===== src/sv/ppmt_pkg.sv =====
`timescale 1ns / 1ps
package ppmt_pkg;

  localparam int W_PID  = 22;
  localparam int W_ADDR = 48;
  localparam int W_SIZE = 48;
  localparam int W_RC   = 10;
  localparam int W_API  = 3;

  localparam logic [W_SIZE-1:0] SIZE_MAX = {W_SIZE{1'b1}};

  // classification made at the front
  typedef enum logic [1:0] {
    K_ALLOC_OK,
    K_ALLOC_FAIL,
    K_FREE
  } kind_t;

  typedef enum logic [2:0] {
    S_CLEAR,
    S_IDLE,
    S_ESCAN,
    S_PSCAN,
    S_CALC,
    S_WRITE
  } state_t;

  typedef struct packed {
    kind_t             kind;
    logic              func;
    logic [W_PID-1:0]  pid;
    logic [W_ADDR-1:0] address;
    logic [W_SIZE-1:0] size;
    logic [W_RC-1:0]   rc;
    logic [W_API-1:0]  api;
  } item_t;

  typedef struct packed {
    logic              valid;
    logic [W_PID-1:0]  pid;
    logic [W_ADDR-1:0] address;
    logic [W_SIZE-1:0] size;
  } entry_t;

  typedef struct packed {
    logic              valid;
    logic [W_PID-1:0]  id;
    logic [W_SIZE-1:0] sum;
    logic [W_SIZE-1:0] peak;
  } proc_t;

  // queue handshake between front and back
  typedef struct packed {
    logic  avail;
    item_t head;
  } qhead_t;

  typedef struct packed {
    logic              event_kind;
    logic [W_API-1:0]  api;
    logic [W_SIZE-1:0] size;
    logic [W_ADDR-1:0] address;
    logic [W_RC-1:0]   error;
    logic [W_PID-1:0]  pid;
    logic [W_SIZE-1:0] sum;
    logic [W_SIZE-1:0] peak;
    logic              full;
  } res_t;

endpackage


===== src/sv/ppmt_front.sv =====
`timescale 1ns / 1ps
module ppmt_front import ppmt_pkg::*; (
  input  logic              clk,
  input  logic              rst,
  input  logic              start,
  input  logic              func,
  input  logic [W_PID-1:0]  pid,
  input  logic [W_ADDR-1:0] address,
  input  logic [W_SIZE-1:0] alloc_size,
  input  logic [W_RC-1:0]   return_code,
  input  logic [W_API-1:0]  api_code,
  input  logic              pop,
  output logic              busy,
  output qhead_t            qh
);

  item_t      q [2];
  logic       wp;
  logic       rp;
  logic [1:0] count;
  item_t      in_item;
  logic       push;

  // classify the incoming word
  always_comb begin
    in_item.func    = func;
    in_item.pid     = pid;
    in_item.address = address;
    in_item.size    = alloc_size;
    in_item.rc      = return_code;
    in_item.api     = api_code;
    if (func) begin
      in_item.kind = K_FREE;
    end else if (return_code == '0 && address != '0 && alloc_size != '0) begin
      in_item.kind = K_ALLOC_OK;
    end else begin
      in_item.kind = K_ALLOC_FAIL;
    end
  end

  assign busy     = (count == 2'd2);
  assign push     = start && !busy;
  assign qh.avail = (count != 2'd0);
  assign qh.head  = q[rp];

  // two-entry queue
  always_ff @(posedge clk) begin
    if (push) begin
      q[wp] <= in_item;
    end
  end

  always_ff @(posedge clk) begin
    if (rst) begin
      wp    <= 1'b0;
      rp    <= 1'b0;
      count <= 2'd0;
    end else begin
      if (push) begin
        wp <= !wp;
      end
      if (pop) begin
        rp <= !rp;
      end
      count <= count + {1'b0, push} - {1'b0, pop};
    end
  end

endmodule


===== config.mk =====
export PLATFORM = sky130hd
export DESIGN_NAME = ppmt_front
export DESIGN_NICKNAME = d
export VERILOG_FILES = /design/src/sv/ppmt_pkg.sv /design/src/sv/ppmt_front.sv
export SDC_FILE = /design/constraint.sdc
export NUM_CORES = 1
export LEC_CHECK = 0
export ABC_CLOCK_PERIOD_IN_PS = 8800
export BUFFER_PORTS_ARGS = -buffer_cell sky130_fd_sc_hd__buf_2
export CORE_ASPECT_RATIO = 1.75
export CORE_MARGIN = 1
export CORE_UTILIZATION = 35
export CTS_CLUSTER_SIZE = 16
export DETAILED_ROUTE_END_ITERATION = 8
export SLEW_MARGIN = 20
export SYNTH_ARGS = -nofsm -noshare
export SYNTH_HDL_FRONTEND = slang
export SYNTH_SLANG_ARGS = --single-unit

===== constraint.sdc =====
create_clock -name clk -period 8.8 [get_ports clk]
set_input_delay 0.88 -clock clk [delete_from_list [all_inputs] [get_ports clk]]
set_output_delay 0.88 -clock clk [all_outputs]
set_load 0.005 [all_outputs]

# --- Word-level counts from Yosys, hierarchy flattened ---
# Memories as Yosys holds them, arrays and structs flattened. A register that Yosys moved wholly into a read port is not among the register bits.
# Cells that the tools add are included.
totals:
  mem_bits_rw: 268
  regBits: 4
  wordCells: 23
  memories: 1
  in_bits: 136
classes:
  reduce_logical: 10
  n_eq_ne: 1
  addsub: 2
  mux: 6
mem_list:
  columns: ["memory", "words", "word_bits", "read_ports", "rd_ports_with_merged_regs", "wr", "line", "rtl"]
  rows:
  - ["q", 2, 134, 1, 1, 1, "ppmt_front.sv:17", "item_t q [2];"]
op_table:
  columns: ["cell", "n"]
  rows:
  - ["$reduce_bool 48->1", 2]
  - ["$logic_not 10->1", 1]
  - ["$mux 1", 5]
  - ["$logic_and 1x1->1", 3]
  - ["$logic_not 1->1", 3]
  - ["$add 2x1->2", 1]
  - ["$eq 2x2->1 const B", 1]
  - ["$mux 2", 1]
  - ["$reduce_bool 2->1", 1]
  - ["$sub 2x1->2", 1]

# --- Longest topological paths before layout ---
# Gate-level depths: netlist of run 1.
logic_depth:
  word_depth: 5
  depth_mapped: 8
  ltp_nobuf: 8

# --- Worst setup path after synthesis of run 1 ---
# Ideal clock, no wire load.
synth_timing:
  path_kind: "input -> register"
  from: "input port start"
  to: "memory q[0][0] in the netlist's numbering (enable)"
  cell_stages: 2
  arrival_ps: 6496
  setup_time_ps: 627
  path_buffers: 0
  path_slack_ps: 1677
  path_cell_list: "nand2_1 > nor2_1"
synth_between:
  elab_chain_cells: 3
synth_lines:
  columns: ["item", "line", "rtl"]
  rows:
  - ["start, declared", "ppmt_front.sv:5", "input logic start,"]
  - ["$logic_and 1x1->1", "ppmt_front.sv:42", "assign push = start && !busy;"]
  - ["$mux 1", "ppmt_front.sv:48", "if (push) begin"]
  - ["$mux 1 (not written as such)", "ppmt_front.sv:49", "q[wp] <= in_item;"]
  - ["end, declared", "ppmt_front.sv:17", null]
# Every way passes these cells.

==> results of run 1 <==
==> layer usage <==
metal	vias to the layer above	wire (um)	GRT usage [%]
met5	-	13	0
met4	2	506	4.89
met3	32	1460	3.83
met2	187	12600	28.7
met1	2682	7430	14.1
li1	2502	-	-
==> tightest hold or removal path, cell delays in order (launching register included) <==
cell	delay (ns)
dfxtp_1	0.33
xnor2_1	0.09
nor2_1	0.08
==> cells in the final DEF, fill, tap and decap left out, types with 2 or more instances in the layout <==
cell,netlist,routed
nand3_1,2,2
nand2_1,3,3
mux2_1,2,2
clkinv_1,0,3
dfxtp_1,5,4
nor2_1,8,7
inv_1,2,2
ha_1,2,2
buf_2,7,271
clkinv_2,0,7
mux2_2,121,121
bufinv_16,0,5
nand4_1,4,4
xnor2_1,2,2
edfxtp_1,266,266
nor4_2,5,5
mux2_4,10,10
xor2_1,2,2
clkbuf_16,0,25
nor3_1,2,2
buf_4,1,4
nor4_1,21,21
==> kinds of logic (layout without fill, tap and decap cells) <==
group | count (synthesis) | count (layout) | synth area share (%)
buffers and inverters | 18 | 320 | 1.38
and+or+nand+nor | 50 | 50 | 3.07
other | 0 | 1 | 0
muxes | 133 | 133 | 15.1
xor gates and xnor gates | 4 | 4 | 0.346
AOI/OAI and AO/OA | 1 | 1 | 0.0617
adders and majority gates | 2 | 2 | 0.247
DFF | 271 | 271 | 79.8
==> through the flow <==
| stage | setup WS, ns | cells | hold WS, ns | instance area, sq um |
|---|---|---|---|---|
| after detailed placement | 5.40 | 1117 | 0.510 | 11900 |
| final | 5.15 | 1160 | 0.518 | 12800 |
| after global routing | 4.94 | 1159 | 0.502 | 12800 |
| after floorplan | 1.68 | 479 | 0.480 | 10100 |
| after global placement | 5.40 | 1117 | 0.490 | 11900 |
| after CTS | 4.82 | 1158 | 0.505 | 12700 |
==> power by group through the flow <==
stage	sequential (W)	combinational [W]	clock, W
6_report	0.00171	0.000505	0.00111
5_1_grt	0.00173	0.000561	0.00119
4_1_cts	0.00171	0.000519	0.00115
3_5_place_dp	0.00174	0.000516	0
3_3_place_gp	0.00173	0.000513	0
2_1_floorplan	0.00175	0.000281	0
==> cell type report <==
| type | instances | area [sq um] | share of cell area [%] |
|---|---|---|---|
| Inverter | 2 | 7.51 | 0.0589 |
| Timing Repair Buffer | 277 | 1430 | 11.2 |
| Tap cell | 378 | 473 | 3.71 |
| Multi-Input combinational cell | 190 | 1930 | 15.1 |
| Clock inverter | 16 | 205 | 1.61 |
| Clock buffer | 25 | 626 | 4.90 |
| Antenna cell | 1 | 2.50 | 0.0196 |
| Sequential cell | 271 | 8090 | 63.4 |
==> registers in the layout, indices dropped and copies added, names as in the netlist, named ones only <==
signal,count
rp,1
count,2
q,266
wp,1
==> worst paths after layout <==
path / from / end / slack (ns) / cells after the start
max: flop / qh[114] / 5.15 / 4
min: rp / flop / 0.52 / 2
max reg2reg: count[0] / q[1][87] / 6.58 / 3
min reg2reg: rp / flop / 0.52 / 2
==> run_results.csv, run 1 <==
group,metric,value,unit
outcome,status,"finished, final reports clean",
clocking,cts_root_buf,"clkbuf_16",
drt,wl_per_cell,19.0,um
power,leakage,4.68,nW
drt,drt_iter0_drc,123,
global_routing,grt_pass1_vias,5751,
setup_path,cp_slowest_stage_delay,0.87,ns
drt,dr.pass1.iters,4,
timing,setup_viol,0,
setup_path,worstPathBufferInverterCount,3,
timing,finalCritPeriodShare,41.5,%
timing,setup_tns,0,ns
clocking,worstSkewPairLatency,0.53,ns
logic_synthesis,synthArstFlopShare,0,%
timing,maxSlewHeadroom,43.6,%
drt,wl,22000,um
power,p_per_area,261,mW/mm^2
logic_synthesis,synth.area.top_cells,"edfxtp_1, mux2_2, mux2_4",
timing,max_freq,0.274,GHz
setup_path,critPathSlowestCell,"dfxtp_4",
power,worst_ir_drop_vdd,162,uV
clocking,clk_pin_slew,0.06,ns
power,power_frac_seq,51.4,%
floorplan,io_pins,272,
logic_synthesis,synthCells,479,
logic_synthesis,synth_top_area_share,78.8,%
floorplan,die_area,0.0297,sq mm
clocking,cts-resized-gates,0,
power,internal_power,0.00255,W
global_routing,overflow,0,
floorplan,fp.coreArea,0.0285,sq mm
setup_path,worstPathMaxFanout,57,
power,combPwrFrac,15.2,%
timing,period_needed,3.65,ns
timing,finalMaxSlewViolations,0,
logic_synthesis,yosysMostFrequentCell,"edfxtp_1",
logic_synthesis,syn_avg_cell_area,21.2,sq um
timing,rsz0062_at_grt,"no",
logic_synthesis,netlist_area,0.0101,sq mm
drt,num_vias,5405,
drt,drcViolationCount,0,
timing,fin_skew,0.0122,ns
floorplan,initial_utilization,35.6,%
setup_path,start_kind,"flop",
global_routing,grt_max_degree,78,
clocking,cts_hold_buffers,0,
hold_path,min_path_type,"reg -> reg",
setup_path,cp.required,7.92,ns
logic_synthesis,synth_top_area_cell,"edfxtp_1",
floorplan,rows,82,
logic_synthesis,syn_nets,617,
power,clkPwrFrac,33.5,%
placed_design,io_buffers,271,
placed_design,gp_congestion,0.738,
finish,area.growth.synth_to_final,25.8,%
clocking,cts_buffer_depth,3,
finish,fin_nets,905,
clocking,htreeDepth,1,
finish,layout-drive-gt1-share,58.3,%
finish,fin_util,44.7,%
power,power_switching,0.000780,W
logic_synthesis,synth.distinct_cells,25,
setup_path,path_cells,"buf_4 -> buf_16 -> mux2_2 -> buf_2",
placed_design,place_hpwl,14900,um
clocking,cts_made_buffers,25,
timing,worst_pin_slew,0.846,ns
clocking,cts_tree,"built",
floorplan,die_x,131,um
logic_synthesis,synthTopCellsByCount,"edfxtp_1, mux2_2, nor4_1",
job,max_cap_violations,0,
logic_synthesis,synth-edff-count,266,
drt,ant_nets,0,
setup_path,path_class,"reg -> out",
logic_synthesis,yosys_warnings,0,
setup_path,crit_family,"buffers and inverters",
global_routing,grt_use_total,14.6,%
setup_path,arrival,2.77,ns
power,power.total,0.00333,W
setup_path,critPathCaptureType,"output pin",
logic_synthesis,synthFlopType,"edfxtp_1",
power,swShare,23.4,%
clocking,post-cts-setup-buffer-count,0,
timing,finalHoldViolations,0,
finish,nFillCells,2586,
clocking,cts_sinks,271,
global_routing,grt_antenna_before_repair,2,
logic_synthesis,ys_seq_area_share,79.8,%
drt,vias_per_cell,4.66,
floorplan,die_h,227,um
global_routing,grt_pass1_wl,31700,um
logic_synthesis,ys_seq_elements,271,
Note: power is estimated with default switching activity, not from simulation.
==> run 2: changes to the inputs <==
--- a/config.mk
+++ b/config.mk
@@ -5,7 +5,7 @@
 export SDC_FILE = /design/constraint.sdc
 export NUM_CORES = 1
 export LEC_CHECK = 0
-export ABC_CLOCK_PERIOD_IN_PS = 8800
+export ABC_CLOCK_PERIOD_IN_PS = 3750
 export BUFFER_PORTS_ARGS = -buffer_cell sky130_fd_sc_hd__buf_2
 export CORE_ASPECT_RATIO = 1.75
 export CORE_MARGIN = 1
==> constraint.sdc (replaced) <==
create_clock -name clk -period 3.75 [get_ports clk]
set_input_delay 0.375 -clock clk [delete_from_list [all_inputs] [get_ports clk]]
set_output_delay 0.375 -clock clk [all_outputs]
set_load 0.005 [all_outputs]
==> run_results.csv, run 2 (synthesis gave the netlist of run 1 again) <==
group,metric,value,unit
timing,max_freq,0.368,GHz
drt,ant_nets,0,
floorplan,rows,82,
clocking,cts_hold_buffers,0,
drt,drt-met1-wl,7580,um
power,worst_ir_drop_vdd,367,uV
placed_design,gp_congestion,0.746,
clocking,htreeDepth,1,
outcome,status,"finished, final reports clean",
clocking,cts_made_buffers,25,
drt,top_layer,"met5",
timing,finalCritPeriodShare,72.5,%
clocking,post-cts-setup-buffer-count,0,
finish,regArea,0.00809,sq mm
timing,period_needed,2.72,ns
clocking,cts_sinks,271,
timing,setup_tns,0,ns
setup_path,start_kind,"flop",
clocking,cts_buffer_depth,3,
floorplan,die_x,131,um
drt,num_vias,5394,
global_routing,grt_pass1_wl,30100,um
setup_path,path_class,"reg -> out",
setup_path,r2r_cells,4,
finish,layout-drive-gt1-share,57.2,%
timing,maxSlewHeadroom,45.6,%
drt,dr.pass1.iters,4,
global_routing,grt_antenna_before_repair,4,
hold_path,min_path_type,"in -> reg",
placed_design,dpl.cell_count,1119,
drt,wl_per_cell,18.6,um
floorplan,fp.coreArea,0.0285,sq mm
clocking,cts-resized-gates,0,
finish,final_cell_count_no_fill,1165,
global_routing,grt_pass1_vias,5420,
timing,rsz0062_at_grt,"no",
timing,fin_skew,0.00748,ns
floorplan,initial_utilization,35.6,%
finish,regMostFlops,"q",
placed_design,io_buffers,271,
timing,layout_setup_ws,1.03,ns
timing,setup_viol,0,
clocking,worstSkewPairLatency,0.52,ns
finish,fin_nets,906,
timing,finalHoldViolations,0,
job,max_cap_violations,0,
timing,worst_pin_slew,0.814,ns
finish,layout_common_cells,"buf_2, edfxtp_1, mux2_2, clkbuf_16, nor4_1",
drt,wl,21700,um
timing,finalMaxSlewViolations,0,
finish,nFillCells,2601,
global_routing,overflow,0,
setup_path,arrival,2.34,ns
drt,dr_wl_met3,1440,um
clocking,clk_pin_slew,0.06,ns
finish,largest_reg_flops,266,
setup_path,worstPathMaxFanout,47,
floorplan,die_h,227,um
setup_path,cp.required,3.38,ns
drt,route.met2.wl,12100,um
finish,area.growth.synth_to_final,25.0,%
floorplan,io_pins,272,
global_routing,grt_use_total,14.0,%
clocking,cts_root_buf,"clkbuf_16",
finish,top_regs,"q (266), count (2)",
hold_path,whs_path_depth,1,
drt,drt_iter0_drc,227,
drt,drcViolationCount,0,
clocking,cts_tree,"built",
global_routing,grt_max_degree,87,
drt,vias_per_cell,4.63,
power,p_per_area,587,mW/mm^2
placed_design,place_hpwl,15000,um
floorplan,die_area,0.0297,sq mm
placed_design,place_ws,1.51,ns
finish,multi_input_area,0.00193,sq mm
power,leakage,4.62,nW
finish,final_common_cell,"buf_2",
setup_path,critPathCaptureType,"output pin",
-- run 2: worst paths after layout --
kind            start         to  slack (ns)
max              flop    qh[125]        1.03
min           pid[10]  q[1][119]        0.04
max reg2reg  count[0]  q[0][128]        1.73
min reg2reg        rp       flop        0.54
-- run 2: layer usage --
| metal | track usage [%] | vias to the layer above |
|---|---|---|
| li1 | - | 2513 |
| met1 | 14.1 | 2654 |
| met2 | 27.0 | 189 |
| met3 | 3.57 | 34 |
| met4 | 5.08 | 4 |
| met5 | 0 | - |
-- run 2: layout make-up --
class | count | area share, %
Multi-Input combinational cell | 190 | 15.2
Timing Repair Buffer | 278 | 11.6
Tap cell | 378 | 3.73
Sequential cell | 271 | 63.8
Clock buffer | 29 | 5.05
Clock inverter | 13 | 0.454
Inverter | 2 | 0.0592
Antenna cell | 4 | 0.0790
-- run 2: critical path, stage by stage (launching register included) --
cell and delay [ns]:
dfxtp_4 0.81, buf_4 0.48, mux2_2 0.39, buf_2 0.13
-- run 2: through the flow --
step	util [%]	hold slack [ns]	power (W)	instance area (sq um)
final	44.4	0.0393	0.00744	12700
after global routing	44.4	0.0134	0.00776	12700
after CTS	44.4	0.00612	0.00757	12700
after detailed placement	42.0	0.516	0.00532	12000
after global placement	42.0	0.496	0.00530	12000
after floorplan	-	0.447	0.00470	10100
-- run 2: where the power goes --
part / switching, W / internal [W]
combinational: 0.000639 / 0.000575
clock: 0.00101 / 0.00121
sequential: 0.000131 / 0.00388
==> run 3: changes to the inputs <==
--- a/config.mk
+++ b/config.mk
@@ -5,7 +5,8 @@
 export SDC_FILE = /design/constraint.sdc
 export NUM_CORES = 1
 export LEC_CHECK = 0
-export ABC_CLOCK_PERIOD_IN_PS = 3750
+export ABC_AREA = 1
+export ABC_CLOCK_PERIOD_IN_PS = 2200
 export BUFFER_PORTS_ARGS = -buffer_cell sky130_fd_sc_hd__buf_2
 export CORE_ASPECT_RATIO = 1.75
 export CORE_MARGIN = 1
==> constraint.sdc (replaced) <==
create_clock -name clk -period 2.2 [get_ports clk]
set_input_delay 0.22 -clock clk [delete_from_list [all_inputs] [get_ports clk]]
set_output_delay 0.22 -clock clk [all_outputs]
set_load 0.005 [all_outputs]
==> run_results.csv, run 3 <==
group,metric,value,unit
timing,fin_skew,0.0157,ns
global_routing,overflow,0,
finish,regMostFlops,"q",
finish,layout-drive-gt1-share,46.6,%
finish,largest_reg_flops,266,
logic_synthesis,ys_seq_elements,271,
setup_path,r2r_cells,8,
drt,drt_iter0_drc,209,
drt,num_vias,6095,
logic_synthesis,synthTopCellsByCount,"edfxtp_1, nor2_1, mux2_4",
logic_synthesis,synth_top_area_cell,"edfxtp_1",
hold_path,min_path_type,"in -> reg",
logic_synthesis,yosys_warnings,0,
placed_design,place_area,0.0123,sq mm
floorplan,die_h,231,um
finish,fin_nets,1097,
drt,vias_per_cell,4.48,
clocking,cts_root_buf,"clkbuf_16",
global_routing,grt_use_total,14.3,%
finish,diodes,0,
drt,dr.pass1.iters,4,
timing,maxSlewHeadroom,61.8,%
finish,final_common_cell,"buf_2",
clocking,clk_pin_slew,0.07,ns
timing,setup_viol,0,
logic_synthesis,synthArstFlopShare,0,%
setup_path,cp.required,1.98,ns
finish,postLayoutCellArea,0.0145,sq mm
clocking,cts_buffer_depth,3,
clocking,cts_tree,"built",
timing,layout_setup_ws,0.219,ns
timing,finalCritPeriodShare,90.0,%
floorplan,rows,83,
logic_synthesis,synth.area.top_cells,"edfxtp_1, mux2_4, mux2_2",
timing,finalHoldViolations,0,
floorplan,io_pins,272,
global_routing,grt_pass1_vias,6543,
placed_design,place_ws,0.656,ns
clocking,htreeDepth,1,
logic_synthesis,synthFlopType,"edfxtp_1",
setup_path,path_class,"reg -> out",
finish,nFillCells,2448,
drt,drcViolationCount,0,
placed_design,gp_congestion,0.716,
clocking,cts-resized-gates,0,
timing,fin_hold_ws,0.153,ns
clocking,cts_sinks,271,
placed_design,io_buffers,271,
floorplan,die_x,133,um
floorplan,die_area,0.0307,sq mm
logic_synthesis,yosysMostFrequentCell,"edfxtp_1",
timing,finalMaxSlewViolations,0,
setup_path,start_kind,"flop",
timing,rsz0062_at_grt,"no",
timing,period_needed,1.98,ns
hold_path,whs_path_depth,4,
clocking,cts_made_buffers,24,
logic_synthesis,synthCells,537,
finish,area.growth.synth_to_final,38.3,%
drt,wl,22300,um
setup_path,critPathCaptureType,"output pin",
logic_synthesis,syn_nets,675,
logic_synthesis,ys_seq_area_share,77.1,%
logic_synthesis,synth_top_area_share,76.2,%
power,p_per_area,867,mW/mm^2
drt,wl_per_cell,16.4,um
power,power.total,0.0126,W
finish,top_regs,"q (266), count (2)",
setup_path,worstPathMaxFanout,50,
floorplan,fp.coreArea,0.0294,sq mm
power,worst_ir_drop_vdd,837,uV
setup_path,arrival,1.76,ns
global_routing,grt_antenna_before_repair,0,
outcome,status,"finished, final reports clean",
timing,worst_pin_slew,0.573,ns
floorplan,initial_utilization,35.7,%
global_routing,grt_pass1_wl,33800,um
drt,ant_nets,0,
logic_synthesis,synth-edff-count,266,
placed_design,place_hpwl,14500,um
global_routing,grt_max_degree,86,
job,max_cap_violations,0,
logic_synthesis,synth.distinct_cells,18,
logic_synthesis,netlist_area,0.0105,sq mm
power,leakage,5.57,nW
logic_synthesis,syn_avg_cell_area,19.5,sq um
finish,layout_common_cells,"buf_2, edfxtp_1, dlygate4sd3_1, mux2_4, nor2_1",
timing,max_freq,0.505,GHz
clocking,worstSkewPairLatency,0.52,ns
run 3: area by class of cell:
class,count,area (sq um),share of cell area [%]
timing repair buffer,412,2840,19.6
inverter,6,22.5,0.155
multi-input combinational,244,2260,15.6
clock inverter,17,181,1.25
clock buffer,27,633,4.37
tap,382,478,3.30
sequential,271,8090,55.8
run 3: logic make-up (layout without fill, tap and decap cells):
group	count (synthesis)	after routing	share of synthesized area (%)
AOI/OAI and AO/OA	1	1	0.0836
DFF	271	271	77.1
buffers and inverters	22	462	1.54
adders and majority gates	2	2	0.239
and+or+nand+nor	106	106	4.03
muxes	133	133	16.8
xor gates and xnor gates	2	2	0.167
run 3: critical path: stages, from the launching register on:
cell	delay, ns
dfxtp_4	0.39
buf_12	0.31
mux2_2	0.38
buf_2	0.12
run 3: stage by stage:
step | util (%) | instances | setup TNS, ns
after global routing | 49.3 | 1359 | 0
after detailed placement | 42.0 | 1181 | 0
final | 49.3 | 1359 | 0
after global placement | 42.0 | 1181 | 0
after CTS | 49.3 | 1359 | 0
after floorplan | - | 537 | -175.61
run 3: repair_timing:
item	CTS	global route
endpoints found under the hold margin	269	0
setup buffers	0	0
hold buffers	134	0
run 3: per-layer routing:
| metal | GRT usage, % | wire length (um) |
|---|---|---|
| met1 | 14.7 | 8120 |
| met4 | 5.71 | 649 |
| met5 | 0 | 0 |
| met2 | 27.4 | 12100 |
| met3 | 3.32 | 1370 |
run 3: path summary, 6_finish.rpt:
check	start	endpoint	slack (ns)
max	flop	qh[54]	0.22
min	start	wp	0.15
max reg2reg	count[1]	count[1]	0.66
min reg2reg	rp	rp	0.53
run 3: power breakdown:
group	internal, W	switching, W	leakage [nW]
clock network	0.00254	0.00177	0.402
logic	0.00101	0.000899	2.65
registers	0.00625	0.000110	2.52
